[src/hw/rtl/csrgb_pkg.sv]
// Shared types and constants of the CSR graph builder.
`default_nettype none
package csrgb_pkg;

	localparam int MAX_NODES = 1024;
	localparam int MAX_EDGES = 4096;
	localparam int PART_SPAN = 8;
	localparam int ADJ_DEPTH = MAX_EDGES + MAX_NODES;

	localparam int ID_W   = 11;
	localparam int NODE_W = $clog2(MAX_NODES);
	localparam int EDGE_W = $clog2(MAX_EDGES);
	localparam int ADJ_W  = $clog2(ADJ_DEPTH);
	localparam int IDX_W  = 13;
	localparam int VAL_W  = 13;
	localparam int NP_W   = 10;
	localparam int PNUM_W = 12;

	localparam logic [VAL_W-1:0] MAX_EDGES_C = VAL_W'(MAX_EDGES);
	localparam logic [ID_W-1:0]  MAX_NODES_C = ID_W'(MAX_NODES);

	localparam logic [2:0] FUNC_ADD      = 3'd0;
	localparam logic [2:0] FUNC_BUILD    = 3'd1;
	localparam logic [2:0] FUNC_RD_START = 3'd2;
	localparam logic [2:0] FUNC_RD_WORD  = 3'd3;
	localparam logic [2:0] FUNC_RD_PART  = 3'd4;
	localparam logic [2:0] FUNC_RD_DEG   = 3'd5;

	localparam logic [1:0] STAT_OK      = 2'd0;
	localparam logic [1:0] STAT_ERR     = 2'd1;
	localparam logic [1:0] STAT_UNBUILT = 2'd2;

	localparam logic REG_NODE_COUNT = 1'b0;
	localparam logic REG_ONE_BASED  = 1'b1;

	typedef enum logic [2:0] {
		OP_ADD, OP_BUILD, OP_RD_START, OP_RD_WORD, OP_RD_PART, OP_RD_DEG, OP_BAD
	} op_t;

	typedef struct packed {
		op_t               op;
		logic              bad;
		logic [NODE_W-1:0] src;
		logic [NODE_W-1:0] dst;
		logic [IDX_W-1:0]  idx;
	} cmd_t;

	typedef struct packed {
		logic [ID_W-1:0] nodes;
		logic            one_based;
		logic            nodes_wr;
	} cfg_t;

	typedef enum logic [3:0] {
		BS_CLEAR, BS_IDLE, BS_READ, BS_DONE, BS_B1_RD, BS_B1_WR, BS_B1_PT,
		BS_B2_RD, BS_B2_SRC, BS_B2_WR, BS_BDONE
	} bstate_t;

endpackage
`default_nettype wire

[src/hw/rtl/csrgb_queue.sv]
// Two-entry command queue between the front and back stages.
`default_nettype none
module csrgb_queue import csrgb_pkg::*; (
	input  wire logic clk,
	input  wire logic arst_n,
	input  wire logic push,
	input  wire cmd_t push_cmd,
	input  wire logic pop,
	output cmd_t      head,
	output logic      empty,
	output logic      full
);

	cmd_t       slots_q [2];
	logic       wr_ptr_q, rd_ptr_q;
	logic [1:0] count_q;

	assign empty = count_q == 2'd0;
	assign full  = count_q == 2'd2;
	assign head  = slots_q[rd_ptr_q];

	always_ff @(posedge clk or negedge arst_n) begin
		if (!arst_n) begin
			wr_ptr_q <= 1'b0;
			rd_ptr_q <= 1'b0;
			count_q  <= 2'd0;
		end else begin
			if (push && !full) begin
				wr_ptr_q <= !wr_ptr_q;
			end
			if (pop && !empty) begin
				rd_ptr_q <= !rd_ptr_q;
			end
			count_q <= count_q + 2'((push && !full) ? 1 : 0) - 2'((pop && !empty) ? 1 : 0);
		end
	end

	always_ff @(posedge clk) begin
		if (push && !full) begin
			slots_q[wr_ptr_q] <= push_cmd;
		end
	end

endmodule
`default_nettype wire

[config.mk]
export PLATFORM = sky130hd
export DESIGN_NAME = csrgb_queue
export DESIGN_NICKNAME = d
export VERILOG_FILES = /design/src/hw/rtl/csrgb_pkg.sv /design/src/hw/rtl/csrgb_queue.sv
export SDC_FILE = /design/constraint.sdc
export NUM_CORES = 1
export LEC_CHECK = 0
export BUFFER_PORTS_ARGS = -buffer_cell sky130_fd_sc_hd__buf_4
export CORE_MARGIN = 4
export CORE_UTILIZATION = 58
export CTS_BUF_LIST = sky130_fd_sc_hd__clkbuf_4 sky130_fd_sc_hd__clkbuf_8
export DETAILED_ROUTE_END_ITERATION = 8
export PLACE_DENSITY = 0.87
export RECOVER_POWER = 25
export SLEW_MARGIN = 20
export SYNTH_ARGS = -nofsm -noshare
export SYNTH_HDL_FRONTEND = slang
export SYNTH_SLANG_ARGS = --single-unit
[constraint.sdc]
create_clock -name clk -period 7.8 [get_ports clk]
set_clock_uncertainty 0.2 [all_clocks]
set_input_delay 1.56 -clock clk [delete_from_list [all_inputs] [get_ports clk]]
set_output_delay 1.56 -clock clk [all_outputs]
set_load 0.02 [all_outputs]
======== Word level (Yosys, flattened, before mapping) ========
Memories as Yosys holds them, arrays and structs flattened.
Cells that the tools add are included.
operators by class
  equal/unequal tests ..................... 1
  bitwise operators ....................... 0
  $lt $le $gt $ge ......................... 0
  reduce and logical (&&, ||, !) cells .... 7
  shifts and indexed selects .............. 0
  div/mod/pow operators ................... 0
  multiply operators ...................... 0
  multiplexer cells ....................... 4
  add/sub/neg operators ................... 2
operators with widths
  operator                                    count
  zero test 1 bit                             4
  2-to-1 mux 1 bit                            4
  adder 2 x 1 -> 2 bit                        1
  equality test 2 bit, second input constant  1
  logical AND 1 bit                           2
  zero test 2 bit                             1
  subtractor 2 x 1 -> 2 bit                   1
storage, ports and cells
  latch bits .............................. 0
  flip-flop bits (word level) ............. 4
  memories kept ........................... 1
  input port bits ......................... 41
  bits in read-only memories .............. 0
  RAM bits ................................ 74
memories
  name     depth  width  read ports  clocked after memory_dff  write ports  RTL line           text
  slots_q  2      37     1           0                         1            csrgb_queue.sv:14  cmd_t slots_q [2];

======== Logic depth before layout (Yosys ltp) ========
Gate-level depths: netlist of the first run.
  depth in word-level cells ............... 6
  mapped depth ............................ 7
  gate-level depth less buffers ........... 7

======== Worst setup path after synthesis of the first run ========
Ideal clock, no wire load.
  path kind ............................... in2reg
  start point ............................. input push
  end point ............................... memory slots_q[0][0] (netlist bit) (enable)
  slack ................................... 3954 ps
  cell stages on the path ................. 2
  setup time .............................. 431 ps
  path buffers ............................ 0
  arrival time ............................ 3215 ps
  path through ............................ nand2_1 nor2_1
between the ends
  longest elaborated chain between the ends .. 3
RTL lines
  what                                    RTL line           text
  start, declared                         csrgb_queue.sv:6   input wire logic push,
  logical AND 1 bit                       csrgb_queue.sv:39  if (push && !full) begin
  2-to-1 mux 1 bit                        csrgb_queue.sv:39
  2-to-1 mux 1 bit (implied by the code)  csrgb_queue.sv:40  slots_q[wr_ptr_q] <= push_cmd;
  end, declared                           csrgb_queue.sv:14
No other way between the ends.

==> results of run 1 <==
-- metal layers --
metal	routed length [um]	vias to the layer above
met5	0	-
met4	58	0
met3	236	6
met2	2990	45
met1	1980	737
li1	-	692
-- cell families (layout without fill, tap and decap cells) --
group / Yosys count / count (layout) / synth area share
and+or+nand+nor: 6 / 6 / 0.0102
muxes: 37 / 37 / 0.167
adders and majority gates: 2 / 2 / 0.00848
xor gates and xnor gates: 4 / 4 / 0.0119
buffers and inverters: 6 / 98 / 0.0157
DFF: 78 / 78 / 0.787
-- final timing paths --
kind                               to  slack, ns        from  cells past startpoint
min in group asynchronous    wr_ptr_q       0.87      arst_n                      1
setup reg to reg           count_q[1]       5.73  count_q[1]                      7
setup / recovery             head[35]       4.05    rd_ptr_q                      2
hold / removal             count_q[0]       0.34  count_q[0]                      1
hold reg to reg            count_q[0]       0.34  count_q[0]                      1
max in group asynchronous    rd_ptr_q       6.29      arst_n                      1
-- Yosys cell counts (all sizes together) --
cell type	number	area share
and3	1	0.0021
buf	4	0.013
dfrtp	4	0.034
edfxtp	74	0.75
ha	2	0.0085
inv	2	0.0025
mux2	37	0.17
nand2	1	0.0013
nand2b	1	0.0021
nor2	2	0.0025
nor2b	1	0.0021
xnor2	3	0.0089
xor2	1	0.0030
-- state kept, by name, summed over array words and instances (netlist names) --
register and cells:
rd_ptr_q 1, slots_q 74, count_q 2, wr_ptr_q 1
-- where the power goes --
group | total, mW | switching [mW] | internal, mW
clock network | 0.355 | 0.132 | 0.223
logic | 0.534 | 0.261 | 0.273
registers | 0.651 | 0.0768 | 0.575
-- final cells by class --
type	count	area, um^2	area share
inverters	2	7.51	0.00195
clock inverters	4	95.1	0.0247
multi-input cells	49	591	0.153
well taps	67	83.8	0.0218
clock buffers	12	146	0.0380
flip-flops and latches	78	2320	0.603
repair buffers	80	606	0.157
-- per-stage QoR --
step	instance area [um^2]	setup slack, ns	hold WS, ns	power (mW)	instances
detailed placement	3600	4.40	0.305	1.19	275
floorplan	2950	3.95	0.261	0.987	133
global placement	3600	4.45	0.286	1.16	275
CTS	3840	4.02	0.335	1.54	291
global route	3850	3.95	0.352	1.61	292
finish	3850	4.05	0.336	1.54	292
==> qor.csv, run 1 <==
metric,value,unit
"commonest non-fill, non-tap cell in the layout",edfxtp_1,
"commonest cells after routing, fill and taps aside","edfxtp_1, buf_4, clkbuf_4, mux2_4, mux2_2",
minimum clock period,3.75,ns
met3 global-route usage,0.0590,
cell family with most CP delay,flip-flops,
post-CTS setup buffers,0,
total of max-cap violations,0,
slew margin rel.,0.308,
leakage power,1.52,nW
via count,1480,
status,"complete, no violations",
Starting Density,0.612,
fmax,267,MHz
Seq cells post-synth,78,
CTS Hold Bufs,0,
TNS Setup,0,ns
Crit path required time,6.04,ns
diode count,0,
number of placement rows,25,
Max Slew Vio Count,0,
Crit Path Max Fanout,38,
Synth Cell Area,2950,um^2
kind of critical path,flip-flop to output port,
Clock transition at path regs,0.07,ns
Worst Hold Class,flip-flop to flip-flop,
VDD IR max,0.290,mV
CP Cell Sequence,mux2_2 -> buf_4,
final core utilization,0.800,
Clock Path Buffers,2,
Num CTS Buffers,9,
layout cells sized above 1,0.587,
met1 usage,0.189,
slowest CP cell,dfrtp_2,
Mean Syn Cell Area,22.2,um^2
Synth Warn #,0,
initial antenna violation count,0,
Detail Route Antenna Nets,0,
GRT met2 Usage,0.312,
WL per Instance,18.1,um
I/O pin cnt,80,
unrepaired setup endpoints after global routing,no,
GR peak layer,met2,
CP Launch Type,flip-flop,
DRT Wirelength,5270,um
"Clk Latency, worst-skew pair",0.33,ns
core area,4820,um^2
global-route wire length before repair,7910,um
Worst Path Buf+Inv,1,
PwrDens,400,nW/um^2
# DRC,0,
Clock Root Buffer,clkbuf_8,
DRT Pass-1 Iters,6,
Worst Tran Pin Value,1.04,ns
Cells after Synth,133,
clock sinks,78,
Final Hold Viols,0,
sequential share of the synthesized area,0.787,
synth-to-layout area growth,30.6,%
Mapped Nets,176,
H-tree levels,3,
final worst path period share,0.481,
die width,79.3,um
Placer Congestion,0.660,
Die H,79.3,um
Iter 0 DRT Violations,63,
Layout Nets,263,
Fillers,285,
vias per inst,5.07,
buffers added on ports,79,
setup violators final,0,
Worst Setup End Kind,output port,
die area,6290,um^2
via count of the first global-routing pass,1627,
Total Routing Usage GR,0.175,
"slowest stage delay, CP",1.06,ns
DP Wirelength,3410,um
total gr overflow,0,
"Arr. time, crit path",1.99,ns
CTS tree,built,
distinct cell type count after synthesis,15,
largest net degree at the start of global routing,39,
Resize count post-CTS,0,
No activity file was read; power rests on OpenSTA's default activity.
==> run 2: changes to the inputs <==
--- a/config.mk
+++ b/config.mk
@@ -7,10 +7,10 @@
 export LEC_CHECK = 0
 export BUFFER_PORTS_ARGS = -buffer_cell sky130_fd_sc_hd__buf_4
 export CORE_MARGIN = 4
-export CORE_UTILIZATION = 58
+export CORE_UTILIZATION = 54
 export CTS_BUF_LIST = sky130_fd_sc_hd__clkbuf_4 sky130_fd_sc_hd__clkbuf_8
 export DETAILED_ROUTE_END_ITERATION = 8
-export PLACE_DENSITY = 0.87
+export PLACE_DENSITY = 0.82
 export RECOVER_POWER = 25
 export SLEW_MARGIN = 20
 export SYNTH_ARGS = -nofsm -noshare
==> constraint.sdc (replaced) <==
create_clock -name clk -period 3.5 [get_ports clk]
set_clock_uncertainty 0.2 [all_clocks]
set_input_delay 0.7 -clock clk [delete_from_list [all_inputs] [get_ports clk]]
set_output_delay 0.7 -clock clk [all_outputs]
set_load 0.02 [all_outputs]
==> qor.csv, run 2 (synthesis gave the netlist of run 1 again) <==
metric,value,unit
CTS tree,built,
synth-to-layout area growth,29.3,%
flip-flop and latch area,2320,um^2
"Clk Latency, worst-skew pair",0.34,ns
Num CTS Buffers,9,
Die H,81.9,um
H-tree levels,3,
minimum clock period,2.71,ns
kind of critical path,flip-flop to output port,
Placer Congestion,0.632,
Hold Path Sink,count_q[1],
sw power,1.02,mW
Max Slew Vio Count,0,
vias per inst,4.97,
Starting Density,0.567,
diode count,0,
largest net degree at the start of global routing,38,
Clock Root Buffer,clkbuf_8,
via count,1475,
max FFs per register,74,
internal cell power,2.24,mW
VDD IR max,0.549,mV
Total Routing Usage GR,0.152,
sequential power share,0.428,
Iter 0 DRT Violations,52,
DP Wirelength,3430,um
post-CTS setup buffers,0,
Reg with most FFs,slots_q,
worst setup path start,rd_ptr_q,
unrepaired setup endpoints after global routing,no,
net switching fraction of the power,0.313,
buffers added on ports,79,
Clock transition at path regs,0.07,ns
PwrDens,854,nW/um^2
CP Launch Type,flip-flop,
total power draw,3.26,mW
Clock Path Buffers,2,
Worst Hold Class,flip-flop to flip-flop,
Final Hold Viols,0,
Crit Path Max Fanout,20,
setup violators final,0,
Layout Nets,265,
Worst R2R Setup Slack,1.43,ns
DRT Pass-1 Iters,2,
# DRC,0,
hold wc startpoint,count_q[1],
Worst R2R Path Depth,4,
global-route wire length before repair,7200,um
Multi-input gate area,591,um^2
clock power share,0.198,
Detail Route Antenna Nets,0,
via count of the first global-routing pass,1563,
slew margin rel.,0.430,
number of placement rows,26,
total of max-cap violations,0,
layout cells sized above 1,0.581,
TNS Setup,0,ns
initial antenna violation count,0,
DRT Wirelength,4850,um
Crit Reg-Reg Endpoint,slots_q[0][34],
total gr overflow,0,
"commonest non-fill, non-tap cell in the layout",edfxtp_1,
die area,6710,um^2
worst hold path stage count,1,
Logic pwr share,0.374,
Crit path required time,2.60,ns
WL per Instance,16.3,um
"commonest cells after routing, fill and taps aside","edfxtp_1, buf_4, clkbuf_4, mux2_4, mux2_2",
die width,81.9,um
leakage power,1.50,nW
"Arr. time, crit path",1.81,ns
final worst path period share,0.773,
Worst Setup End Kind,output port,
Worst Tran Pin Value,0.855,ns
Fillers,334,
I/O pin cnt,80,
core area,5200,um^2
reg2reg start,count_q[1],
status,"complete, no violations",
clock sinks,78,
top flop regs,"slots_q: 74 flops, count_q: 2 flops",
fmax,370,MHz
==> run 2: cell count changes in the layout (fill, tap and decap cells not counted) <==
cell           change
clkbuf_1           +1
buf_12             +1
buf_4              -3
dlygate4sd3_1      +1
clkbuf_8           +1
clkbuf_4           +1
clkinv_2           +3
buf_16             -1
bufinv_16          -2
==> run 2: cell type report <==
class | instances | area share
Clock buffer | 11 | 0.0380
Clock inverter | 5 | 0.0131
Multi-Input combinational cell | 49 | 0.155
Timing Repair Buffer | 82 | 0.160
Inverter | 2 | 0.00197
Sequential cell | 78 | 0.609
Tap cell | 70 | 0.0230
==> run 2: repair_timing <==
action	in CTS	in global routing
endpoints found under the hold margin	4	0
endpoints found under the setup margin	0	0
hold buffers	1	0
gates resized for setup	0	0
==> run 2: power groups by stage <==
stage                     Clock (mW)  Sequential (mW)  Combinational (mW)
after floorplan                    0             1.35               0.851
after global placement             0             1.40                1.21
after detailed placement           0             1.42                1.24
after CTS                      0.670             1.40                1.25
after global routing           0.701             1.41                1.30
final                          0.646             1.39                1.22
==> run 2: stage by stage <==
| stage | worst slack, ns | hold WS (ns) | utilization | cell area (um^2) | instances |
|---|---|---|---|---|---|
| floorplan | 0.514 | 0.204 | - | 2950 | 133 |
| global placement | 1.17 | 0.287 | 0.697 | 3630 | 280 |
| detailed placement | 1.12 | 0.288 | 0.697 | 3630 | 280 |
| CTS | 0.742 | 0.309 | 0.737 | 3830 | 297 |
| global route | 0.697 | 0.325 | 0.733 | 3820 | 297 |
| finish | 0.794 | 0.315 | 0.733 | 3820 | 297 |
==> run 2: how the worst max path moves through the flow <==
stage	to	slack [ns]	cells after the start
2_1_floorplan	slots_q[0][0]	0.51	2
3_3_place_gp	head[2]	1.17	3
3_5_place_dp	head[0]	1.12	3
4_1_cts	head[0]	0.74	3
5_1_grt	head[2]	0.70	3
6_report	head[36]	0.79	3
==> run 2: per-layer routing <==
metal | part of all wire | up-vias | track usage
met5 | 0 | - | 0
met4 | 0.022 | 0 | 0.0897
met3 | 0.063 | 11 | 0.0362
met2 | 0.54 | 52 | 0.277
met1 | 0.37 | 717 | 0.157
li1 | - | 695 | -
==> run 2: worst max-delay path, stage by stage, from the launching register on <==
cell and delay (ns):
dfrtp_2 0.69, buf_12 0.26, mux2_2 0.36, buf_4 0.16
