<file path="src/hw/rtl/csrgb_pkg.sv">
// Shared types and constants of the CSR graph builder.
`default_nettype none
package csrgb_pkg;

	localparam int MAX_NODES = 1024;
	localparam int MAX_EDGES = 4096;
	localparam int PART_SPAN = 8;
	localparam int ADJ_DEPTH = MAX_EDGES + MAX_NODES;

	localparam int ID_W   = 11;
	localparam int NODE_W = $clog2(MAX_NODES);
	localparam int EDGE_W = $clog2(MAX_EDGES);
	localparam int ADJ_W  = $clog2(ADJ_DEPTH);
	localparam int IDX_W  = 13;
	localparam int VAL_W  = 13;
	localparam int NP_W   = 10;
	localparam int PNUM_W = 12;

	localparam logic [VAL_W-1:0] MAX_EDGES_C = VAL_W'(MAX_EDGES);
	localparam logic [ID_W-1:0]  MAX_NODES_C = ID_W'(MAX_NODES);

	localparam logic [2:0] FUNC_ADD      = 3'd0;
	localparam logic [2:0] FUNC_BUILD    = 3'd1;
	localparam logic [2:0] FUNC_RD_START = 3'd2;
	localparam logic [2:0] FUNC_RD_WORD  = 3'd3;
	localparam logic [2:0] FUNC_RD_PART  = 3'd4;
	localparam logic [2:0] FUNC_RD_DEG   = 3'd5;

	localparam logic [1:0] STAT_OK      = 2'd0;
	localparam logic [1:0] STAT_ERR     = 2'd1;
	localparam logic [1:0] STAT_UNBUILT = 2'd2;

	localparam logic REG_NODE_COUNT = 1'b0;
	localparam logic REG_ONE_BASED  = 1'b1;

	typedef enum logic [2:0] {
		OP_ADD, OP_BUILD, OP_RD_START, OP_RD_WORD, OP_RD_PART, OP_RD_DEG, OP_BAD
	} op_t;

	typedef struct packed {
		op_t               op;
		logic              bad;
		logic [NODE_W-1:0] src;
		logic [NODE_W-1:0] dst;
		logic [IDX_W-1:0]  idx;
	} cmd_t;

	typedef struct packed {
		logic [ID_W-1:0] nodes;
		logic            one_based;
		logic            nodes_wr;
	} cfg_t;

	typedef enum logic [3:0] {
		BS_CLEAR, BS_IDLE, BS_READ, BS_DONE, BS_B1_RD, BS_B1_WR, BS_B1_PT,
		BS_B2_RD, BS_B2_SRC, BS_B2_WR, BS_BDONE
	} bstate_t;

endpackage
`default_nettype wire

</file>
<file path="src/hw/rtl/csrgb_front.sv">
// Front stage: accepts items, maps node ids and classifies the command.
`default_nettype none
module csrgb_front import csrgb_pkg::*; (
	input  wire logic              clk,
	input  wire logic              arst_n,
	input  wire logic              in_valid,
	output logic                   in_stall,
	input  wire logic [2:0]        func,
	input  wire logic [ID_W-1:0]   source_node,
	input  wire logic [ID_W-1:0]   dest_node,
	input  wire logic [IDX_W-1:0]  index,
	input  wire cfg_t              cfg,
	input  wire logic              hold,
	input  wire logic              q_full,
	output logic                   q_push,
	output cmd_t                   q_cmd
);

	logic            v_s1;
	cmd_t            cmd_s1;
	cmd_t            cmd_c;
	logic [ID_W-1:0] src_m, dst_m;
	logic            src_ok, dst_ok, idx_ok, accept;

	assign q_push   = v_s1 && !q_full;
	assign in_stall = hold || (v_s1 && q_full);
	assign accept   = in_valid && !in_stall;
	assign q_cmd    = cmd_s1;

	always_comb begin
		src_m  = cfg.one_based ? source_node - ID_W'(1) : source_node;
		dst_m  = cfg.one_based ? dest_node - ID_W'(1) : dest_node;
		src_ok = !(cfg.one_based && source_node == '0) && (src_m < cfg.nodes);
		dst_ok = !(cfg.one_based && dest_node == '0) && (dst_m < cfg.nodes);
		idx_ok = index < IDX_W'(cfg.nodes);
		cmd_c.src = src_m[NODE_W-1:0];
		cmd_c.dst = dst_m[NODE_W-1:0];
		cmd_c.idx = index;
		cmd_c.bad = 1'b0;
		unique case (func)
			FUNC_ADD: begin
				cmd_c.op  = OP_ADD;
				cmd_c.bad = !(src_ok && dst_ok);
			end
			FUNC_BUILD:    cmd_c.op = OP_BUILD;
			FUNC_RD_START: begin
				cmd_c.op  = OP_RD_START;
				cmd_c.bad = !idx_ok;
			end
			FUNC_RD_WORD:  cmd_c.op = OP_RD_WORD;
			FUNC_RD_PART:  cmd_c.op = OP_RD_PART;
			FUNC_RD_DEG: begin
				cmd_c.op  = OP_RD_DEG;
				cmd_c.bad = !idx_ok;
			end
			default:       cmd_c.op = OP_BAD;
		endcase
	end

	always_ff @(posedge clk or negedge arst_n) begin
		if (!arst_n) begin
			v_s1 <= 1'b0;
		end else if (accept) begin
			v_s1 <= 1'b1;
		end else if (q_push) begin
			v_s1 <= 1'b0;
		end
	end

	always_ff @(posedge clk) begin
		if (accept) begin
			cmd_s1 <= cmd_c;
		end
	end

endmodule
`default_nettype wire

</file>
<file path="config.mk">
export PLATFORM = sky130hd
export DESIGN_NAME = csrgb_front
export DESIGN_NICKNAME = d
export VERILOG_FILES = /design/src/hw/rtl/csrgb_pkg.sv /design/src/hw/rtl/csrgb_front.sv
export SDC_FILE = /design/constraint.sdc
export NUM_CORES = 1
export LEC_CHECK = 0
export BUFFER_PORTS_ARGS = -buffer_cell sky130_fd_sc_hd__buf_2
export CORE_MARGIN = 1.5
export CORE_UTILIZATION = 50
export DETAILED_ROUTE_END_ITERATION = 8
export PLACE_DENSITY_LB_ADDON = 0.15
export SLEW_MARGIN = 5
export SYNTH_ARGS = -nofsm -noshare
export SYNTH_HDL_FRONTEND = slang
export SYNTH_SLANG_ARGS = --single-unit
</file>
<file path="constraint.sdc">
create_clock -name clk -period 5.1 [get_ports clk]
set_clock_uncertainty 0.2 [all_clocks]
set_input_delay 0.255 -clock clk [delete_from_list [all_inputs] [get_ports clk]]
set_output_delay 0.255 -clock clk [all_outputs]
set_load 0.02 [all_outputs]
</file>
# Word-level counts from Yosys, hierarchy flattened
# Index checks and enable logic that the tools add are counted.
# classes
magnitude_cmp	3
reduce_logical	20
addsub	2
n_mux	6
n_eq_ne	5
# op_table
cell	n
11-bit logical NOT	2
11-bit less-than comparator	2
11-bit 2-to-1 mux	2
11-bit by 1-bit subtractor with 11-bit output, second input constant	2
3-bit case mux with 6 select lines	1
13-bit by 11-bit less-than comparator with 1-bit output	1
1-bit logical AND	8
3-bit by 2-bit equality test with 1-bit output, second input constant	2
3-bit equality test, second input constant	2
1-bit logical NOT	6
3-bit by 1-bit equality test with 1-bit output, second input constant	1
3-bit logical NOT	1
1-bit 2-to-1 mux	2
1-bit case mux with 2 select lines	1
2-bit nonzero test	1
2-bit OR reduction	1
1-bit logical OR	1
# word_totals
input_bits	56
register_bits	38
word_cells	42

# Longest topological paths before layout
# Gate-level depths: netlist of run 1.
# depth
depth_word	7
mapped_depth	14

# Worst setup path before layout of run 1
# Ideal clock, no wire load.
# synth_path
path_type	input to register
start	input port source_node[0]
end	register cmd_s1, in the netlist q_cmd[33] (data pin)
slack_ns	2.258
setup_time_ns	0.261
t_arrival_ns	2.381
required_time_ns	4.639
n_path_buf	1
stages	14
path_cell_list	inv_1 -> ha_1 -> nand2_1 -> or2_2 -> clkbuf_1 -> nor3b_1 -> xor2_1 -> ha_1 -> a211oi_1 -> nor2_1 -> nor4_1 -> nand4_1 -> nor4_1 -> o41ai_2
# synth_lines
element	line_no	source
start: declaration	csrgb_front.sv:9	input wire logic [ID_W-1:0] source_node,
end signal: assignment	csrgb_front.sv:72	cmd_s1 <= cmd_c;
end: declaration	csrgb_front.sv:20	cmd_t cmd_s1;

==> metrics.txt, run 1 <==
# TYPE chip_impl_metric gauge
chip_impl_info{name="run_status",value="finished, final reports clean"} 1
chip_impl_metric{name="power_frac_comb",unit=""} 0.211
chip_impl_metric{name="synth_cells",unit=""} 201
chip_impl_info{name="most-common-layout-cells",value="sky130_fd_sc_hd__buf_2 (93), sky130_fd_sc_hd__edfxtp_1 (37), sky130_fd_sc_hd__ha_1 (32)"} 1
chip_impl_metric{name="setup-violations-final",unit=""} 0
chip_impl_metric{name="regArea",unit="mm²"} 0.00114
chip_impl_metric{name="postRouteWirelength",unit="µm"} 4900
chip_impl_metric{name="synth_top_area_share",unit=""} 0.483
chip_impl_metric{name="post_route_cells_drive_above_1_share",unit=""} 0.341
chip_impl_metric{name="final_net_count",unit=""} 401
chip_impl_metric{name="detailedRoute.firstPassIterationCount",unit=""} 4
chip_impl_metric{name="routed_wire_length_per_instance",unit="µm"} 13.4
chip_impl_metric{name="area_growth_syn_to_layout",unit="%"} 33.3
chip_impl_metric{name="gp_routability_congestion",unit=""} 0.820
chip_impl_metric{name="clk-insertion-delay-late",unit="ns"} 0.28
chip_impl_info{name="worst_setup_path_end_kind",value="flip-flop"} 1
chip_impl_metric{name="power.share.sequential",unit=""} 0.499
chip_impl_metric{name="postRouteAntennaNets",unit=""} 0
chip_impl_metric{name="dr_total_vias",unit=""} 1872
chip_impl_metric{name="number_of_enable_type_register_cells_in_the_synthesized_netlist",unit=""} 37
chip_impl_info{name="setup_repair_after_global_routing_missed_its_margin",value="false"} 1
chip_impl_metric{name="slew-limit-headroom",unit=""} 0.407
chip_impl_info{name="yosys-top-cells-area",value="sky130_fd_sc_hd__edfxtp_1 (48%), sky130_fd_sc_hd__ha_1 (17%), sky130_fd_sc_hd__xor2_1 (4.2%)"} 1
chip_impl_metric{name="fin_hold_ws",unit="ns"} 0.0689
chip_impl_info{name="layout.cells.most_common",value="sky130_fd_sc_hd__buf_2"} 1
chip_impl_metric{name="remaining_drc_errors",unit=""} 0
chip_impl_metric{name="vias_per_cell",unit=""} 5.11
chip_impl_info{name="synth_top_cell_by_area",value="sky130_fd_sc_hd__edfxtp_1"} 1
chip_impl_metric{name="multiInputGateArea",unit="mm²"} 0.00108
chip_impl_metric{name="grt_pass1_wl",unit="µm"} 7740
chip_impl_info{name="timing_worst_setup_path_type",value="in2reg"} 1
chip_impl_metric{name="max_cap_violations",unit=""} 0
chip_impl_metric{name="postSynthRegisterBits",unit=""} 38
chip_impl_metric{name="synth-seq-area-share",unit=""} 0.493
chip_impl_metric{name="design_area",unit="mm²"} 0.00307
chip_impl_info{name="crit_start",value="cfg[1]"} 1
chip_impl_metric{name="fmaxAchievable",unit="MHz"} 335
chip_impl_info{name="cts_tree",value="done"} 1
chip_impl_metric{name="number_of_global_route_vias_before_repair",unit=""} 1808
chip_impl_metric{name="antenna_found_initial",unit=""} 0
chip_impl_metric{name="place_area",unit="mm²"} 0.00281
chip_impl_metric{name="largest_net_degree_at_the_start_of_global_routing",unit=""} 39
chip_impl_metric{name="die_width",unit="µm"} 70.9
chip_impl_metric{name="ys.warnings.count",unit=""} 0
chip_impl_metric{name="grt_util_all_layers",unit=""} 0.197
chip_impl_metric{name="power-per-cell-area",unit="mW/mm²"} 238
chip_impl_info{name="ys.flop_type",value="sky130_fd_sc_hd__edfxtp_1"} 1
chip_impl_metric{name="synth_area",unit="mm²"} 0.00230
chip_impl_info{name="clock-root-buffer",value="sky130_fd_sc_hd__clkbuf_8"} 1
chip_impl_metric{name="nFillCells",unit=""} 351
chip_impl_metric{name="fraction_of_the_core_area_covered_by_cells_at_the_end_of_the_flow",unit=""} 0.700
chip_impl_metric{name="fin_tns_setup",unit="ns"} 0
chip_impl_metric{name="dpl.hpwl",unit="µm"} 3810
chip_impl_metric{name="synth.lib_cells_used.distinct",unit=""} 35
chip_impl_metric{name="irDropWorstVdd",unit="V"} 0.000129
chip_impl_metric{name="final.setup.worst_slack",unit="ns"} 2.11
chip_impl_metric{name="fin_crit_sh",unit=""} 0.586
chip_impl_metric{name="drt_iter0_markers",unit=""} 85
chip_impl_metric{name="port_buffers",unit=""} 93
chip_impl_metric{name="finalMaxSlewViolations",unit=""} 0
chip_impl_metric{name="path_clk_slew",unit="ns"} 0.07
chip_impl_metric{name="final_period_demand_of_the_worst_path",unit="ns"} 2.99
chip_impl_metric{name="placement_rows",unit=""} 24
chip_impl_info{name="worst_hold_class",value="in2async"} 1
chip_impl_metric{name="leakage",unit="nW"} 1.41
chip_impl_metric{name="critical_path.max_fanout",unit=""} 10
chip_impl_metric{name="clock_sink_count",unit=""} 38
chip_impl_metric{name="tightestPinTransition",unit="ns"} 0.890
chip_impl_info{name="worstReg2RegStart",value="v_s1"} 1
chip_impl_metric{name="netSwitchingFraction",unit=""} 0.265
chip_impl_metric{name="die_height",unit="µm"} 70.9
chip_impl_metric{name="effective_utilization_at_floorplan",unit=""} 0.525
chip_impl_metric{name="hold_viol",unit=""} 0
chip_impl_metric{name="worstPathRequired",unit="ns"} 4.94
chip_impl_metric{name="syn_avg_cell_area",unit="µm²"} 11.5
chip_impl_metric{name="max_h_tree_level",unit=""} 2
chip_impl_metric{name="post_synthesis_net_count",unit=""} 289
chip_impl_metric{name="core",unit="mm²"} 0.00438
chip_impl_metric{name="p_int",unit="mW"} 0.537
chip_impl_metric{name="remaining_global_route_overflow",unit=""} 0
chip_impl_metric{name="clock_power_share",unit=""} 0.290
chip_impl_metric{name="cts_buffers",unit=""} 5
chip_impl_metric{name="cp.arrival",unit="ns"} 2.83
chip_impl_metric{name="ys_async_sr_fraction",unit=""} 0.0263
chip_impl_info{name="crit_path_start_kind",value="input port"} 1
chip_impl_metric{name="cts_max_path_buffers",unit=""} 2
chip_impl_metric{name="number_of_antenna_repair_diodes",unit=""} 0
chip_impl_metric{name="p_switching",unit="mW"} 0.194
chip_impl_metric{name="placement.setup.worst_slack",unit="ns"} 1.80
chip_impl_metric{name="floorplan_die_area",unit="mm²"} 0.00502
chip_impl_metric{name="ios",unit=""} 95
## layer usage
layer,GRT usage,vias to the layer above,share of wire
met1,0.243,837,0.43
met3,0.0598,6,0.070
met2,0.331,66,0.48
met4,0.0650,0,0.013
li1,-,963,-
met5,0,-,0
## cell usage after synthesis (all sizes together), types with 4 or more instances
cell type	number
inv	17
o21ai	6
xnor2	6
ha	32
xor2	11
nor2	12
a21oi	12
nand4	7
edfxtp	37
nand3	4
nand2	17
nor4	7
## cell type report
class                   instances  area share
well taps                      52      0.0212
repair buffers                110       0.207
inverters                      17      0.0208
clock inverters                 1     0.00163
flip-flops and latches         38       0.370
clock buffers                   7      0.0281
multi-input cells             141       0.351
## registers in the layout (all words and copies together) (netlist names)
| name | count |
|---|---|
| v_s1 | 1 |
| q_cmd | 37 |
## power by group through the flow
stage          clock network, mW  registers (mW)  logic [mW]
2_1_floorplan                  0           0.390      0.0696
3_3_place_gp                   0           0.372       0.141
3_5_place_dp                   0           0.372       0.145
4_1_cts                    0.216           0.365       0.156
5_1_grt                    0.229           0.366       0.174
6_report                   0.212           0.365       0.155
## kinds of logic after synthesis
kind of cell / Yosys count / synth area share
buf+inv: 22 / 0.0397
xor+xnor: 17 / 0.0647
flops: 38 / 0.493
simple gates: 62 / 0.143
fa+ha+maj: 32 / 0.174
compound gates: 30 / 0.0853
## stage by stage
step | std cells | total power [mW]
final | 366 | 0.732
after global routing | 366 | 0.769
after CTS | 366 | 0.736
after detailed placement | 341 | 0.517
after global placement | 341 | 0.513
after floorplan | 201 | 0.459
## worst max-delay path: stages
cell	delay (ns)
sky130_fd_sc_hd__buf_2	0.20
sky130_fd_sc_hd__nor4b_1	0.72
sky130_fd_sc_hd__nand3_1	0.18
sky130_fd_sc_hd__xnor2_1	0.26
sky130_fd_sc_hd__ha_1	0.29
sky130_fd_sc_hd__o21ai_0	0.15
sky130_fd_sc_hd__nor2_1	0.06
sky130_fd_sc_hd__nor4_1	0.18
sky130_fd_sc_hd__nand4_1	0.12
sky130_fd_sc_hd__nor4_1	0.30
sky130_fd_sc_hd__o41ai_2	0.09
## path summary, 6_finish.rpt
path	end	slack, ns	cells after the start
worst max-delay path	q_cmd[33]	2.11	11
worst min-delay path	v_s1	0.07	2
worst max register to register	q_cmd[10]	3.19	2
worst min register to register	v_s1	0.30	1
max in group asynchronous	v_s1	4.55	2
min in group clk	q_cmd[15]	0.10	3
## timing repair
item	CTS	global route
gates resized for setup	0	0
hold endpoints to repair	17	0
buffers inserted	0	0
hold buffers	17	0
Note: power is estimated with default switching activity, not from simulation.
==> inputs of run 2 (changes only) <==
--- a/config.mk
+++ b/config.mk
@@ -7,7 +7,7 @@
 export LEC_CHECK = 0
 export BUFFER_PORTS_ARGS = -buffer_cell sky130_fd_sc_hd__buf_2
 export CORE_MARGIN = 1.5
-export CORE_UTILIZATION = 50
+export CORE_UTILIZATION = 48
 export DETAILED_ROUTE_END_ITERATION = 8
 export PLACE_DENSITY_LB_ADDON = 0.15
 export SLEW_MARGIN = 5
==> constraint.sdc (replaced) <==
create_clock -name clk -period 2.92 [get_ports clk]
set_clock_uncertainty 0.2 [all_clocks]
set_input_delay 0.146 -clock clk [delete_from_list [all_inputs] [get_ports clk]]
set_output_delay 0.146 -clock clk [all_outputs]
set_load 0.02 [all_outputs]
==> run 2 against run 1 <==
Compared with the run above:
- routed wire length up 6.6%
- critical path type unchanged
- register-to-register slack worse by 2.2 ns
- flip-flop and latch count unchanged
- clock power up 110%
- combinational power up 85%
- sequential share of layout area down 2.0 points
- utilization down 0.47 points
- first-iteration DRC count down 24%
- critical path depth unchanged
- sequential power up 75%
- die area up 4.0%
- cell count up 3.6%
==> metrics.txt, run 2 (synthesis results as in run 1) <==
# TYPE chip_impl_metric gauge
chip_impl_info{name="run_status",value="finished, final reports clean"} 1
chip_impl_info{name="most-common-layout-cells",value="sky130_fd_sc_hd__buf_2 (92), sky130_fd_sc_hd__edfxtp_1 (37), sky130_fd_sc_hd__ha_1 (31)"} 1
chip_impl_metric{name="antenna_found_initial",unit=""} 0
chip_impl_info{name="worst_hold_class",value="in2reg"} 1
chip_impl_metric{name="tightestPinTransition",unit="ns"} 0.870
chip_impl_metric{name="grt_pass1_wl",unit="µm"} 8100
chip_impl_metric{name="drt_iter0_markers",unit=""} 65
chip_impl_metric{name="setup-violations-final",unit=""} 0
chip_impl_metric{name="cts_buffers",unit=""} 5
chip_impl_metric{name="effective_utilization_at_floorplan",unit=""} 0.494
chip_impl_metric{name="core",unit="mm²"} 0.00466
chip_impl_metric{name="clk-insertion-delay-late",unit="ns"} 0.28
chip_impl_metric{name="final_period_demand_of_the_worst_path",unit="ns"} 2.77
chip_impl_metric{name="leakage",unit="nW"} 1.48
chip_impl_metric{name="path_clk_slew",unit="ns"} 0.08
chip_impl_metric{name="fin_hold_ws",unit="ns"} 0.0130
chip_impl_metric{name="critical_path.max_fanout",unit=""} 6
chip_impl_metric{name="vias_per_cell",unit=""} 5.19
chip_impl_metric{name="irDropWorstVdd",unit="V"} 0.000200
chip_impl_metric{name="largest_net_degree_at_the_start_of_global_routing",unit=""} 39
chip_impl_metric{name="post_route_cells_drive_above_1_share",unit=""} 0.385
chip_impl_metric{name="detailedRoute.firstPassIterationCount",unit=""} 4
chip_impl_metric{name="dr_total_vias",unit=""} 1966
chip_impl_metric{name="power-per-cell-area",unit="mW/mm²"} 421
chip_impl_metric{name="regArea",unit="mm²"} 0.00114
chip_impl_metric{name="dpl.hpwl",unit="µm"} 3900
chip_impl_metric{name="placement.setup.worst_slack",unit="ns"} -0.0163
chip_impl_metric{name="number_of_global_route_vias_before_repair",unit=""} 1849
chip_impl_metric{name="clock_sink_count",unit=""} 38
chip_impl_metric{name="grt_util_all_layers",unit=""} 0.203
chip_impl_metric{name="number_of_antenna_repair_diodes",unit=""} 0
chip_impl_metric{name="finalMaxSlewViolations",unit=""} 0
chip_impl_metric{name="worstPathRequired",unit="ns"} 2.76
chip_impl_info{name="timing_worst_setup_path_type",value="in2reg"} 1
chip_impl_info{name="crit_path_start_kind",value="input port"} 1
chip_impl_metric{name="fmaxAchievable",unit="MHz"} 361
chip_impl_metric{name="multiInputGateArea",unit="mm²"} 0.00113
chip_impl_metric{name="ios",unit=""} 95
chip_impl_metric{name="postRouteWirelength",unit="µm"} 5230
chip_impl_metric{name="die_width",unit="µm"} 72.3
chip_impl_metric{name="postRouteAntennaNets",unit=""} 0
chip_impl_metric{name="floorplan_die_area",unit="mm²"} 0.00522
chip_impl_metric{name="slew-limit-headroom",unit=""} 0.420
chip_impl_metric{name="worst_reg2reg_setup_slack",unit="ns"} 1.00
chip_impl_info{name="layout.cells.most_common",value="sky130_fd_sc_hd__buf_2"} 1
chip_impl_metric{name="routed_wire_length_per_instance",unit="µm"} 13.8
chip_impl_metric{name="max_cap_violations",unit=""} 0
chip_impl_metric{name="area_growth_syn_to_layout",unit="%"} 40.7
chip_impl_metric{name="remaining_global_route_overflow",unit=""} 0
chip_impl_metric{name="remaining_drc_errors",unit=""} 0
chip_impl_metric{name="cts_max_path_buffers",unit=""} 2
chip_impl_info{name="cts_tree",value="done"} 1
chip_impl_metric{name="placement_rows",unit=""} 25
chip_impl_metric{name="cp.arrival",unit="ns"} 2.61
chip_impl_metric{name="final.setup.worst_slack",unit="ns"} 0.149
chip_impl_info{name="worst_setup_path_end_kind",value="flip-flop"} 1
chip_impl_metric{name="fin_crit_sh",unit=""} 0.949
chip_impl_metric{name="final_net_count",unit=""} 412
chip_impl_metric{name="die_height",unit="µm"} 72.3
chip_impl_metric{name="fin_tns_setup",unit="ns"} 0
chip_impl_metric{name="gp_routability_congestion",unit=""} 0.711
chip_impl_metric{name="hold_viol",unit=""} 0
chip_impl_info{name="setup_repair_after_global_routing_missed_its_margin",value="false"} 1
chip_impl_metric{name="max_h_tree_level",unit=""} 2
chip_impl_metric{name="nFillCells",unit=""} 366
chip_impl_metric{name="port_buffers",unit=""} 93
chip_impl_info{name="clock-root-buffer",value="sky130_fd_sc_hd__clkbuf_8"} 1
chip_impl_metric{name="largest_reg_flops",unit=""} 37
run 2: cell count changes in the layout (fill, tap and decap cells not counted), moves of 2 or more:
cell / previous run / this run
sky130_fd_sc_hd__buf_4: 0 / 9
sky130_fd_sc_hd__dlygate4sd3_1: 17 / 20
sky130_fd_sc_hd__nor3b_1: 2 / 0
sky130_fd_sc_hd__nor3b_2: 0 / 2
sky130_fd_sc_hd__nor4_1: 6 / 4
sky130_fd_sc_hd__nor4_2: 1 / 3
sky130_fd_sc_hd__o21ai_0: 6 / 4
sky130_fd_sc_hd__o21ai_1: 0 / 2
run 2: report_power, final:
group,switching (mW),total (mW),internal (mW)
Sequential,0.00613,0.637,0.631
Combinational,0.160,0.287,0.127
Clock,0.187,0.438,0.251
run 2: path summary, 6_finish.rpt:
kind / startpoint / end / cells after the start
max: dest_node[2] / q_cmd[33] / 11
min: source_node[8] / q_cmd[31] / 2
max reg2reg: v_s1 / q_cmd[15] / 2
min reg2reg: v_s1 / v_s1 / 1
max in group asynchronous: arst_n / v_s1 / 3
min in group asynchronous: arst_n / v_s1 / 3
run 2: layout make-up:
class	count	area share
flip-flops and latches	38	0.351
well taps	54	0.0209
repair buffers	121	0.225
clock inverters	3	0.0124
multi-input cells	141	0.350
clock buffers	5	0.0212
inverters	17	0.0197
run 2: routing by layer:
metal	track usage	wire [µm]
met4	0.0671	67
met2	0.349	2560
met3	0.0500	293
met5	0	0
met1	0.252	2310
run 2: per-stage QoR:
stage          utilization  total power [mW]  cell area (µm²)  instances
4_1_cts              0.675              1.36             3150        375
5_1_grt              0.695              1.42             3240        379
3_3_place_gp         0.611             0.900             2850        348
6_report             0.695              1.36             3240        379
3_5_place_dp         0.611             0.906             2850        348
2_1_floorplan            -             0.803             2300        201
run 2: what timing repair did:
| action | CTS | global route |
|---|---|---|
| hold endpoints to repair | 18 | 1 |
| hold buffers | 19 | 1 |
| endpoints found under the setup margin | 0 | 1 |
| gates resized for setup | 0 | 12 |
| setup buffers | 0 | 4 |
run 2: critical path: stages:
cell and delay [ns]:
sky130_fd_sc_hd__dlygate4sd3_1 0.58, sky130_fd_sc_hd__or2_4 0.28, sky130_fd_sc_hd__or4_4 0.54, sky130_fd_sc_hd__nand2_4 0.09, sky130_fd_sc_hd__ha_4 0.19, sky130_fd_sc_hd__nand4_1 0.10, sky130_fd_sc_hd__nor2_1 0.06, sky130_fd_sc_hd__o21ai_1 0.11
sky130_fd_sc_hd__nand4_1 0.13, sky130_fd_sc_hd__nor4_2 0.27, sky130_fd_sc_hd__o41ai_2 0.12
